==> src/hed_pkg.sv <==
package hed_pkg;

  localparam int MAX_PACKET_BYTES = 64;
  localparam int POS_W = $clog2(MAX_PACKET_BYTES + 1);
  localparam int HDR_LEN = 12;
  localparam int HEAD_LEN = 6;
  localparam int TRIM_MAX = 127;

  localparam logic [7:0] PKT_EVENT = 8'h04;
  localparam logic [7:0] PKT_VENDOR = 8'h82;
  localparam logic [7:0] EVT_LE_META = 8'h3E;
  localparam logic [7:0] EVT_DISCONNECT = 8'h05;
  localparam logic [7:0] EVT_VENDOR = 8'hFF;
  localparam logic [7:0] SUB_CONN = 8'h01;
  localparam logic [7:0] SUB_ENH_CONN = 8'h0A;
  localparam logic [7:0] ASCII_SPACE = 8'h20;
  localparam logic [15:0] NOT_LINKED = 16'hFFFF;
  localparam logic [15:0] CCCD_NOTIFY = 16'h0001;

  typedef enum logic [3:0] {
    KIND_OTHER        = 4'd0,
    KIND_CONNECTED    = 4'd1,
    KIND_DISCONNECTED = 4'd2,
    KIND_SUBSCRIBED   = 4'd3,
    KIND_UNSUBSCRIBED = 4'd4,
    KIND_ON           = 4'd5,
    KIND_OFF          = 4'd6,
    KIND_TOGGLE       = 4'd7,
    KIND_UNKNOWN      = 4'd8,
    KIND_IGNORED      = 4'd9
  } kind_e;

  typedef enum logic {
    REG_NOTIFY  = 1'b0,
    REG_COMMAND = 1'b1
  } reg_e;

  typedef struct packed {
    logic [HDR_LEN-1:0][7:0]  hdr;
    logic [HEAD_LEN-1:0][7:0] head;
    logic [6:0]               trimmed;
    logic [POS_W-1:0]         len;
  } packet_t;

  typedef struct packed {
    logic        restart;
    logic        notify_allowed;
    logic        subscribed;
    logic [15:0] link_handle;
    logic        led_level;
    kind_e       kind;
  } result_t;

endpackage

==> src/hed_capture.sv <==
module hed_capture import hed_pkg::*; (
  input  logic    clk_i,
  input  logic    rst_ni,
  input  logic    in_valid_i,
  input  logic    in_last_i,
  input  logic [7:0] in_byte_i,
  output logic    in_ready_o,
  input  logic    snap_ready_i,
  output logic    snap_valid_o,
  output packet_t snap_o
);

  logic [HDR_LEN-1:0][7:0]  hdr_q, hdr_d;
  logic [HEAD_LEN-1:0][7:0] head_q, head_d;
  logic [6:0]               trim_q, trim_d;
  logic [POS_W-1:0]         pos_q, pos_d;
  logic [POS_W-1:0]         data_idx;
  logic [POS_W:0]           data_cnt;
  logic [15:0]              decl_len;
  logic                     snap_valid_q;
  packet_t                  snap_q;
  logic                     accept;

  assign in_ready_o = !snap_valid_q || snap_ready_i;
  assign accept = in_valid_i && in_ready_o;

  assign decl_len = (hdr_q[0] == PKT_EVENT) ? {8'h00, hdr_q[11]} : {hdr_q[11], hdr_q[10]};
  assign data_idx = pos_q - POS_W'(HDR_LEN);
  assign data_cnt = {1'b0, data_idx} + (POS_W+1)'(1);

  always_comb begin
    hdr_d = hdr_q;
    head_d = head_q;
    trim_d = trim_q;
    pos_d = pos_q;
    if (int'(pos_q) < MAX_PACKET_BYTES) begin
      if (int'(pos_q) < HDR_LEN) begin
        hdr_d[pos_q[3:0]] = in_byte_i;
      end else if (16'(data_idx) < decl_len) begin
        if (int'(data_idx) < HEAD_LEN) begin
          head_d[data_idx[2:0]] = in_byte_i;
        end
        if (in_byte_i != ASCII_SPACE) begin
          trim_d = (int'(data_cnt) > TRIM_MAX) ? 7'(TRIM_MAX) : 7'(data_cnt);
        end
      end
      pos_d = pos_q + POS_W'(1);
    end
  end

  always_ff @(posedge clk_i or negedge rst_ni) begin
    if (!rst_ni) begin
      hdr_q <= '0;
      head_q <= '0;
      trim_q <= '0;
      pos_q <= '0;
      snap_valid_q <= 1'b0;
    end else begin
      if (snap_ready_i) begin
        snap_valid_q <= 1'b0;
      end
      if (accept) begin
        if (in_last_i) begin
          hdr_q <= '0;
          head_q <= '0;
          trim_q <= '0;
          pos_q <= '0;
          snap_valid_q <= 1'b1;
        end else begin
          hdr_q <= hdr_d;
          head_q <= head_d;
          trim_q <= trim_d;
          pos_q <= pos_d;
        end
      end
    end
  end

  always_ff @(posedge clk_i) begin
    if (accept && in_last_i) begin
      snap_q.hdr <= hdr_d;
      snap_q.head <= head_d;
      snap_q.trimmed <= trim_d;
      snap_q.len <= pos_d;
    end
  end

  assign snap_valid_o = snap_valid_q;
  assign snap_o = snap_q;

endmodule

==> src/hed_decode.sv <==
module hed_decode import hed_pkg::*; (
  input  logic        clk_i,
  input  logic        rst_ni,
  input  logic        snap_valid_i,
  input  packet_t     snap_i,
  output logic        snap_ready_o,
  input  logic [15:0] notify_handle_i,
  input  logic [15:0] command_handle_i,
  output logic        out_valid_o,
  input  logic        out_ready_i,
  output result_t     result_o
);

  logic        advance;
  logic [15:0] conn_q, conn_d;
  logic        sub_q, sub_d;
  logic        led_q, led_d;
  logic        restart;
  kind_e       kind;
  logic        out_valid_q;
  result_t     result_q;
  logic [7:0]  h0, h1;
  logic [15:0] decl_len, attr, desc_val;
  logic [HEAD_LEN-1:0][7:0] folded;
  logic        is_on, is_off, is_toggle;

  function automatic logic [7:0] fold_upper(input logic [7:0] c);
    if (c >= 8'h61 && c <= 8'h7A) begin
      return c - 8'h20;
    end
    return c;
  endfunction

  assign snap_ready_o = snap_valid_i && (!out_valid_q || out_ready_i);
  assign advance = snap_ready_o;

  assign h0 = snap_i.hdr[0];
  assign h1 = snap_i.hdr[1];
  assign decl_len = (h0 == PKT_EVENT) ? {8'h00, snap_i.hdr[11]}
                                      : {snap_i.hdr[11], snap_i.hdr[10]};
  assign attr = (h0 == PKT_EVENT) ? {snap_i.hdr[8], snap_i.hdr[7]}
                                  : {snap_i.hdr[9], snap_i.hdr[8]};
  assign desc_val = {snap_i.head[1], snap_i.head[0]};

  always_comb begin
    for (int k = 0; k < HEAD_LEN; k++) begin
      folded[k] = fold_upper(snap_i.head[k]);
    end
  end

  assign is_on = snap_i.trimmed == 7'd2 && folded[0] == "O" && folded[1] == "N";
  assign is_off = snap_i.trimmed == 7'd3 && folded[0] == "O" && folded[1] == "F"
                  && folded[2] == "F";
  assign is_toggle = snap_i.trimmed == 7'd6 && folded[0] == "T" && folded[1] == "O"
                     && folded[2] == "G" && folded[3] == "G" && folded[4] == "L"
                     && folded[5] == "E";

  always_comb begin
    conn_d = conn_q;
    sub_d = sub_q;
    led_d = led_q;
    restart = 1'b0;
    kind = KIND_OTHER;
    if (h0 == PKT_EVENT && h1 == EVT_LE_META && int'(snap_i.len) > 4
        && (snap_i.hdr[3] == SUB_CONN || snap_i.hdr[3] == SUB_ENH_CONN)
        && snap_i.hdr[4] == 8'h00) begin
      conn_d = {snap_i.hdr[6], snap_i.hdr[5]};
      sub_d = 1'b0;
      kind = KIND_CONNECTED;
    end else if (h0 == PKT_EVENT && h1 == EVT_DISCONNECT) begin
      conn_d = NOT_LINKED;
      sub_d = 1'b0;
      restart = 1'b1;
      kind = KIND_DISCONNECTED;
    end else if (h1 == EVT_VENDOR && (h0 == PKT_EVENT || h0 == PKT_VENDOR)) begin
      if (int'(snap_i.len) <= HDR_LEN || decl_len == 16'h0000) begin
        kind = KIND_IGNORED;
      end else if (attr == notify_handle_i + 16'd2) begin
        if (desc_val == CCCD_NOTIFY) begin
          sub_d = 1'b1;
          kind = KIND_SUBSCRIBED;
        end else begin
          sub_d = 1'b0;
          kind = KIND_UNSUBSCRIBED;
        end
      end else if (attr == command_handle_i + 16'd1) begin
        if (is_on) begin
          led_d = 1'b1;
          kind = KIND_ON;
        end else if (is_off) begin
          led_d = 1'b0;
          kind = KIND_OFF;
        end else if (is_toggle) begin
          led_d = !led_q;
          kind = KIND_TOGGLE;
        end else begin
          kind = KIND_UNKNOWN;
        end
      end else begin
        kind = KIND_IGNORED;
      end
    end
  end

  always_ff @(posedge clk_i or negedge rst_ni) begin
    if (!rst_ni) begin
      conn_q <= NOT_LINKED;
      sub_q <= 1'b0;
      led_q <= 1'b0;
      out_valid_q <= 1'b0;
    end else begin
      if (out_ready_i) begin
        out_valid_q <= 1'b0;
      end
      if (advance) begin
        conn_q <= conn_d;
        sub_q <= sub_d;
        led_q <= led_d;
        out_valid_q <= 1'b1;
      end
    end
  end

  always_ff @(posedge clk_i) begin
    if (advance) begin
      result_q.kind <= kind;
      result_q.led_level <= led_d;
      result_q.link_handle <= conn_d;
      result_q.subscribed <= sub_d;
      result_q.notify_allowed <= (conn_d != NOT_LINKED) && sub_d;
      result_q.restart <= restart;
    end
  end

  assign out_valid_o = out_valid_q;
  assign result_o = result_q;

endmodule

==> src/hci_event_command_decoder.sv <==
// Decodes HCI event packets that arrive one byte per transfer, with tlast on the final
// byte, and emits one 24-bit result per packet after the transfer that carries tlast.
// Bytes are taken back to back while the output is not stalled; the packet is captured
// byte by byte, frozen into a snapshot register on its last byte and then classified
// into the output register once that register is free, so packets may follow each
// other without gaps unless the output stalls. Bytes past 64 in a packet are dropped.
// The notify and command characteristic handles are set over the APB port at 0x0 and 0x4.
module hci_event_command_decoder import hed_pkg::*; (
  input  logic        clk_i,
  input  logic        rst_ni,
  input  logic        s_axis_tvalid,
  output logic        s_axis_tready,
  input  logic [7:0]  s_axis_tdata,   // [7:0] packet_byte
  input  logic        s_axis_tlast,   // end_of_packet
  output logic        m_axis_tvalid,
  input  logic        m_axis_tready,
  // [3:0] event_kind, [4] led_level, [20:5] link_handle, [21] subscribed,
  // [22] notify_allowed, [23] restart_advertising
  output logic [23:0] m_axis_tdata,
  input  logic        psel,
  input  logic        penable,
  input  logic        pwrite,
  input  logic [2:0]  paddr,
  input  logic [31:0] pwdata,
  output logic [31:0] prdata,
  output logic        pready
);

  logic [15:0] notify_handle_q;
  logic [15:0] command_handle_q;
  logic        snap_valid;
  logic        snap_ready;
  packet_t     snap;
  result_t     result;
  reg_e        reg_sel;

  assign pready = 1'b1;
  assign reg_sel = reg_e'(paddr[2]);

  always_ff @(posedge clk_i or negedge rst_ni) begin
    if (!rst_ni) begin
      notify_handle_q <= '0;
      command_handle_q <= '0;
    end else if (psel && penable && pwrite) begin
      unique case (reg_sel)
        REG_NOTIFY:  notify_handle_q <= pwdata[15:0];
        REG_COMMAND: command_handle_q <= pwdata[15:0];
        default: ;
      endcase
    end
  end

  always_comb begin
    unique case (reg_sel)
      REG_NOTIFY:  prdata = {16'h0000, notify_handle_q};
      REG_COMMAND: prdata = {16'h0000, command_handle_q};
      default:     prdata = '0;
    endcase
  end

  hed_capture u_capture (
    .clk_i        (clk_i),
    .rst_ni       (rst_ni),
    .in_valid_i   (s_axis_tvalid),
    .in_last_i    (s_axis_tlast),
    .in_byte_i    (s_axis_tdata),
    .in_ready_o   (s_axis_tready),
    .snap_ready_i (snap_ready),
    .snap_valid_o (snap_valid),
    .snap_o       (snap)
  );

  hed_decode u_decode (
    .clk_i            (clk_i),
    .rst_ni           (rst_ni),
    .snap_valid_i     (snap_valid),
    .snap_i           (snap),
    .snap_ready_o     (snap_ready),
    .notify_handle_i  (notify_handle_q),
    .command_handle_i (command_handle_q),
    .out_valid_o      (m_axis_tvalid),
    .out_ready_i      (m_axis_tready),
    .result_o         (result)
  );

  assign m_axis_tdata = {result.restart, result.notify_allowed, result.subscribed,
                         result.link_handle, result.led_level, result.kind};

endmodule
==> config.mk <==
export PLATFORM = sky130hd
export DESIGN_NAME = hci_event_command_decoder
export DESIGN_NICKNAME = d
export VERILOG_FILES = /design/src/hed_pkg.sv /design/src/hed_capture.sv /design/src/hed_decode.sv /design/src/hci_event_command_decoder.sv
export SDC_FILE = /design/constraint.sdc
export NUM_CORES = 1
export LEC_CHECK = 0
export BUFFER_PORTS_ARGS = -buffer_cell sky130_fd_sc_hd__buf_4
export CAP_MARGIN = 20
export CORE_UTILIZATION = 36
export DETAILED_ROUTE_END_ITERATION = 12
export GPL_ROUTABILITY_DRIVEN = 0
export SLEW_MARGIN = 25
export SYNTH_ARGS = -nofsm -noshare
export SYNTH_HDL_FRONTEND = slang
export SYNTH_SLANG_ARGS = --single-unit
==> constraint.sdc <==
create_clock -name clk_i -period 13.6 [get_ports clk_i]
set_clock_uncertainty 0.2 [all_clocks]
set_input_delay 2.72 -clock clk_i [delete_from_list [all_inputs] [get_ports clk_i]]
set_output_delay 2.72 -clock clk_i [all_outputs]
set_load 0.03 [all_outputs]
# == Word level (Yosys, flattened, before mapping) ==
# Cells that the tools add are included.
# word_totals
register_bits,384
latchBits,0
ram_bits,0
mem_bits_ro,0
inputBits,51
output_inout_bits,59
wordCells,241
mem_count,0
# op_classes
addsub,11
mul,0
div_mod_pow,0
magnitude_cmp,23
eq_ne,26
shifts,0
muxes,76
bitwise_logic,2
reduce_logical,49
# ops
op,count
$mux 96,3
$mux 48,5
$mux 8,14
$bwmux 96,1
$eq 8x7->1 const B,10
$mux 16,5
$pmux 32 s2,1
$mux 7,8
$bwmux 48,1
$ge 8x7->1 const B,6
$le 8x7->1 const B,6
$sub 8x6->8 const B,6
$demux 8 s4,1
$eq 16x16->1,2
$logic_and 1x1->1,31
$mux 1,27
$demux 8 s3,1
$eq 8x3->1 const B,3
$mux 4,6
$add 16x1->16 const B,1
$add 16x2->16 const B,1
$eq 16x1->1 const B,1
$eq 8x8->1 const B,2
$logic_not 16->1,1
other kinds (32),44

# == Longest topological paths before layout ==
# logic_depth
depth_word,20
ltp_mapped,13
ltp_nobuf,12

# == Cells and area by module ==
# From an unflattened synthesis, not the netlist that was laid out.
# hier_totals
cells_unflattened,1678
hier_area_um2,20101.8
# modules_own_cells
module,n_inst,cells_each,area_each_um2,seq_area_each_um2
hed_capture,1,1108,14526.4,8723.4
hed_decode,1,465,3977.6,1216.2
hci_event_command_decoder,1,105,1597.8,800.8

# == Worst setup path after synthesis ==
# Ideal clock, no wire load.
# synth_timing
path_type,input to register
start,in m_axis_tready
end,reg u_capture.head_q[32] in the netlist's numbering
setup_time_ns,0.131
arrival_time_ns,11.340
required_ns,13.269
setup_slack_ns,1.929
path_stages,5
path_buffers,0
path_cell_list,nand3b_1 > nand2_1 > nor2_1 > nor2_1 > a32o_1
# synth_between
elab_chain_len,4
# synth_rtl
element,line,text
start: declaration,hci_event_command_decoder.sv:16,"input logic m_axis_tready,"
$logic_or 1x1->1,hed_decode.sv:34,assign snap_ready_o = snap_valid_i && (!out_valid_q || out_ready_i);
$logic_and 1x1->1,hed_decode.sv:34,
$logic_or 1x1->1,hed_capture.sv:24,assign in_ready_o = !snap_valid_q || snap_ready_i;
$logic_and 1x1->1,hed_capture.sv:25,assign accept = in_valid_i && in_ready_o;
end signal: assignment,hed_capture.sv:54,head_q <= '0;
end signal: assignment,hed_capture.sv:65,head_q <= '0;
end signal: assignment,hed_capture.sv:71,head_q <= head_d;
end: declaration,hed_capture.sv:14,"logic [HEAD_LEN-1:0][7:0] head_q, head_d;"
# Every way passes these cells.
# A chain may end at the register's enable or synchronous reset.

# == Final worst setup path ==
# layout_timing
start,in paddr[2]
end,out prdata[7]
# layout_between
elab_chain_len,2
# layout_rtl
element,line,text
start: declaration,hci_event_command_decoder.sv:23,"input logic [2:0] paddr,"
$not 1->1 (no source line),--,
$pmux 32 s2 (*),hci_event_command_decoder.sv:54,unique case (reg_sel)
end: declaration,hci_event_command_decoder.sv:25,"output logic [31:0] prdata,"
# Mark *: on every way between the ends. The rest lies on a longest branch, timed or not. The select of a mux whose other input is x is not followed.

==> flow_metrics.py <==
metrics = {
    "outcome": {
        "status": "finished, final reports clean",
    },
    "clock_network": {
        "clock_sinks": 376,
        "numCtsBuffers": 42,
        "h-tree-depth": 2,
        "cts_setup_buffers": 0,
        "clkTransAtPathRegs_ps": 60,
        "ctsHoldBuffers": 0,
        "post_cts_resized": 0,
        "cts-root-buf": "clkbuf_16",
        "cts_tree": "done",
        "clk_latency_ps": 570,
        "clockBufferDepth": 3,
    },
    "global_routing": {
        "grt_pass1_vias": 12000,
        "grt_max_degree": 90,
        "grt_pass1_wl_um": 69400,
        "antenna_found_initial": 1,
        "grtUsageTotal_pct": 17.5,
        "gr-total-overflow": 0,
    },
    "job": {
        "cap_violations": 0,
    },
    "yosys": {
        "synth_cells": 1411,
        "synthTopCellsByCount": "mux2_2, dfrtp_1, edfxtp_1",
        "netlist_area_um2": 18000,
        "synth-edff-count": 174,
        "ys_async_sr_fraction_pct": 53.7,
        "yosys_warnings": 0,
        "synth_area_leaders": "edfxtp_1, dfrtp_1, mux2_2",
        "yosysMostFrequentCell": "mux2_2",
        "yosysTopAreaCell": "edfxtp_1",
        "yosys.cell_types.count": 78,
        "synth-main-ff-cell": "dfrtp_1",
        "yosysTopAreaCellShare_pct": 29.0,
        "avgSynthCellArea_um2": 12.8,
        "ys_ff_latch": 376,
        "yosysSeqAreaShare_pct": 57.1,
    },
    "critical_path": {
        "cp_max_fo": 21,
        "arrival_ps": 3520,
        "path_cells": "buf_4 -> mux2_2 -> buf_4",
        "endpoint_kind": "output pin",
        "path_buf_inv": 2,
        "slowest_stage": "mux2_2",
        "crit_top_cell": "buf_4",
        "required_ps": 10680,
        "cp-start-kind": "input port",
        "slowest_delay_ps": 380,
        "path_delay_family": "buffers and inverters",
        "crit_type": "input port to output pin",
    },
    "floorplanning": {
        "start_util_pct": 36.7,
        "die_area_um2": 51000,
        "fp.coreArea_um2": 49200,
        "ioPinCount": 110,
        "fp.dieH_um": 226,
        "row_count": 81,
        "dieWidth_um": 226,
    },
    "finish": {
        "stdcell_count": 2167,
        "area_growth_pct": 14.6,
        "layout-drive-gt1-share_pct": 26.6,
        "finish.net_count": 1542,
    },
    "placement": {
        "hpwl_um": 27600,
        "io_buffer_count": 74,
        "placedCellCount": 2089,
    },
    "sta": {
        "period_share_pct": 47.3,
        "tns_ps": 0,
        "drv_slew": 0,
        "fmax_mhz": 155,
        "hold_viol_final": 0,
        "tightestPinTransition_ps": 1110,
        "slew-limit-headroom_pct": 25.1,
        "period_minus_slack_ps": 6440,
        "grt_setup_unrepaired": "false",
        "finalSetupViolCount": 0,
    },
    "power_and_ir_drop": {
        "p_leak_nw": 8.46,
        "power_frac_clock_pct": 41.2,
        "switchingPower_w": 0.000736,
        "p_seq_share_pct": 46.5,
        "vdd_ir_drop_max_uv": 103,
        "swShare_pct": 25.9,
        "combinationalPowerShare_pct": 12.3,
        "pwr_density_cell_nw_per_um2": 138,
        "p_int_w": 0.00210,
    },
    "detailed_routing": {
        "drtIter0Drc": 1009,
        "drc": 0,
        "viasPerCell": 5.45,
        "dr.pass1.iters": 5,
        "wl_per_cell_um": 20.2,
        "ant_nets": 0,
        "vias": 11800,
        "highest_layer": "met4",
        "dr_wl_met2_um": 20900,
        "wl_met1_um": 19800,
        "met3_length_um": 2030,
        "wl_um": 43700,
    },
    "worst_hold_path": {
        "hold_path_class": "register to register",
    },
}
[placed cells by master (no fill, tap or decap), drive strengths merged, types with 8 or more instances in the layout]
cell type,netlist,layout
mux2,198,198
dfrtp,186,186
edfxtp,174,174
a22o,95,95
buf,23,88
nand2,76,76
inv,57,57
clkbuf,67,57
o21ai,56,56
nor2,44,44
xnor2,38,38
nor4,37,37
nand3,31,31
nand4,25,25
a32o,24,24
a21oi,23,23
ha,22,22
nor3,22,22
mux2i,18,18
o2bb2ai,17,17
conb,2,17
dfstp,16,16
clkinv,1,16
o31ai,13,13
xor2,11,11
and3,8,8
or3,8,8
and4,8,8
o22ai,8,8
[power groups by stage]
stage                     Clock [W]  Sequential, W  Combinational, W
after floorplan                   0        0.00133          0.000245
after global placement            0        0.00134          0.000345
after detailed placement          0        0.00134          0.000350
after CTS                   0.00120        0.00132          0.000352
after global routing        0.00125        0.00133          0.000380
final                       0.00117        0.00132          0.000349
[final cells by class]
cell class              count  area [um^2]
flip-flops and latches    376        10300
fillers                  4534        28500
multi-input cells         902         7190
clock buffers              56         1180
diodes                      1         2.50
inverters                  58          218
well taps                 664          831
clock inverters            21          248
repair buffers             89          678
[path summary, 6_finish.rpt]
| path | endpoint | slack [ps] | cells past startpoint | from |
|---|---|---|---|---|
| max reg2reg | u_capture.head_q[4] | 8540 | 12 | u_capture.hdr_q[4] |
| min in group asynchronous | notify_handle_q[5] | 2000 | 1 | rst_ni |
| min reg2reg | u_decode.sub_q | 280 | 1 | u_decode.sub_q |
| max in group asynchronous | u_capture.hdr_q[30] | 9700 | 2 | rst_ni |
| min | u_decode.sub_q | 280 | 1 | u_decode.sub_q |
| max | prdata[7] | 7160 | 3 | paddr[2] |
[logic make-up after synthesis]
family | after synthesis | synth area share [%]
AO/OA/AOI/OAI | 287 | 12.3
XOR/XNOR | 50 | 2.51
adder cells (fa/ha/maj) | 22 | 1.53
buffers and inverters | 148 | 3.46
flip-flops | 376 | 57.1
multiplexers | 216 | 13.4
other | 2 | 0.0417
AND/OR/NAND/NOR | 310 | 9.61
[per-stage QoR]
stage	cell area (um^2)	utilization, %	worst slack [ps]	hold WS [ps]	total power [W]
2_1_floorplan	18100	-	1930	248	0.00158
3_3_place_gp	19200	39.1	7150	261	0.00169
3_5_place_dp	19200	39.1	7160	270	0.00169
4_1_cts	20600	42.0	7160	283	0.00287
5_1_grt	20700	42.0	7130	296	0.00296
6_report	20700	42.0	7160	279	0.00284
[layer usage]
| metal | vias to the layer above | GRT usage, % |
|---|---|---|
| li1 | 5471 | - |
| met1 | 6016 | 23.5 |
| met2 | 255 | 28.9 |
| met3 | 65 | 3.27 |
| met4 | 0 | 4.89 |
| met5 | - | 0 |
[flip-flops by register name, indices dropped and copies added, names as in the netlist, 7 cells and up]
name	cells
u_capture.hdr_q	88
u_decode.conn_q	16
notify_handle_q	16
u_capture.trim_q	7
command_handle_q	16
u_capture.head_q	48
u_decode.result_o	24
u_capture.pos_q	7
u_capture.snap_o	150
(Power assumes the default switching activity.)
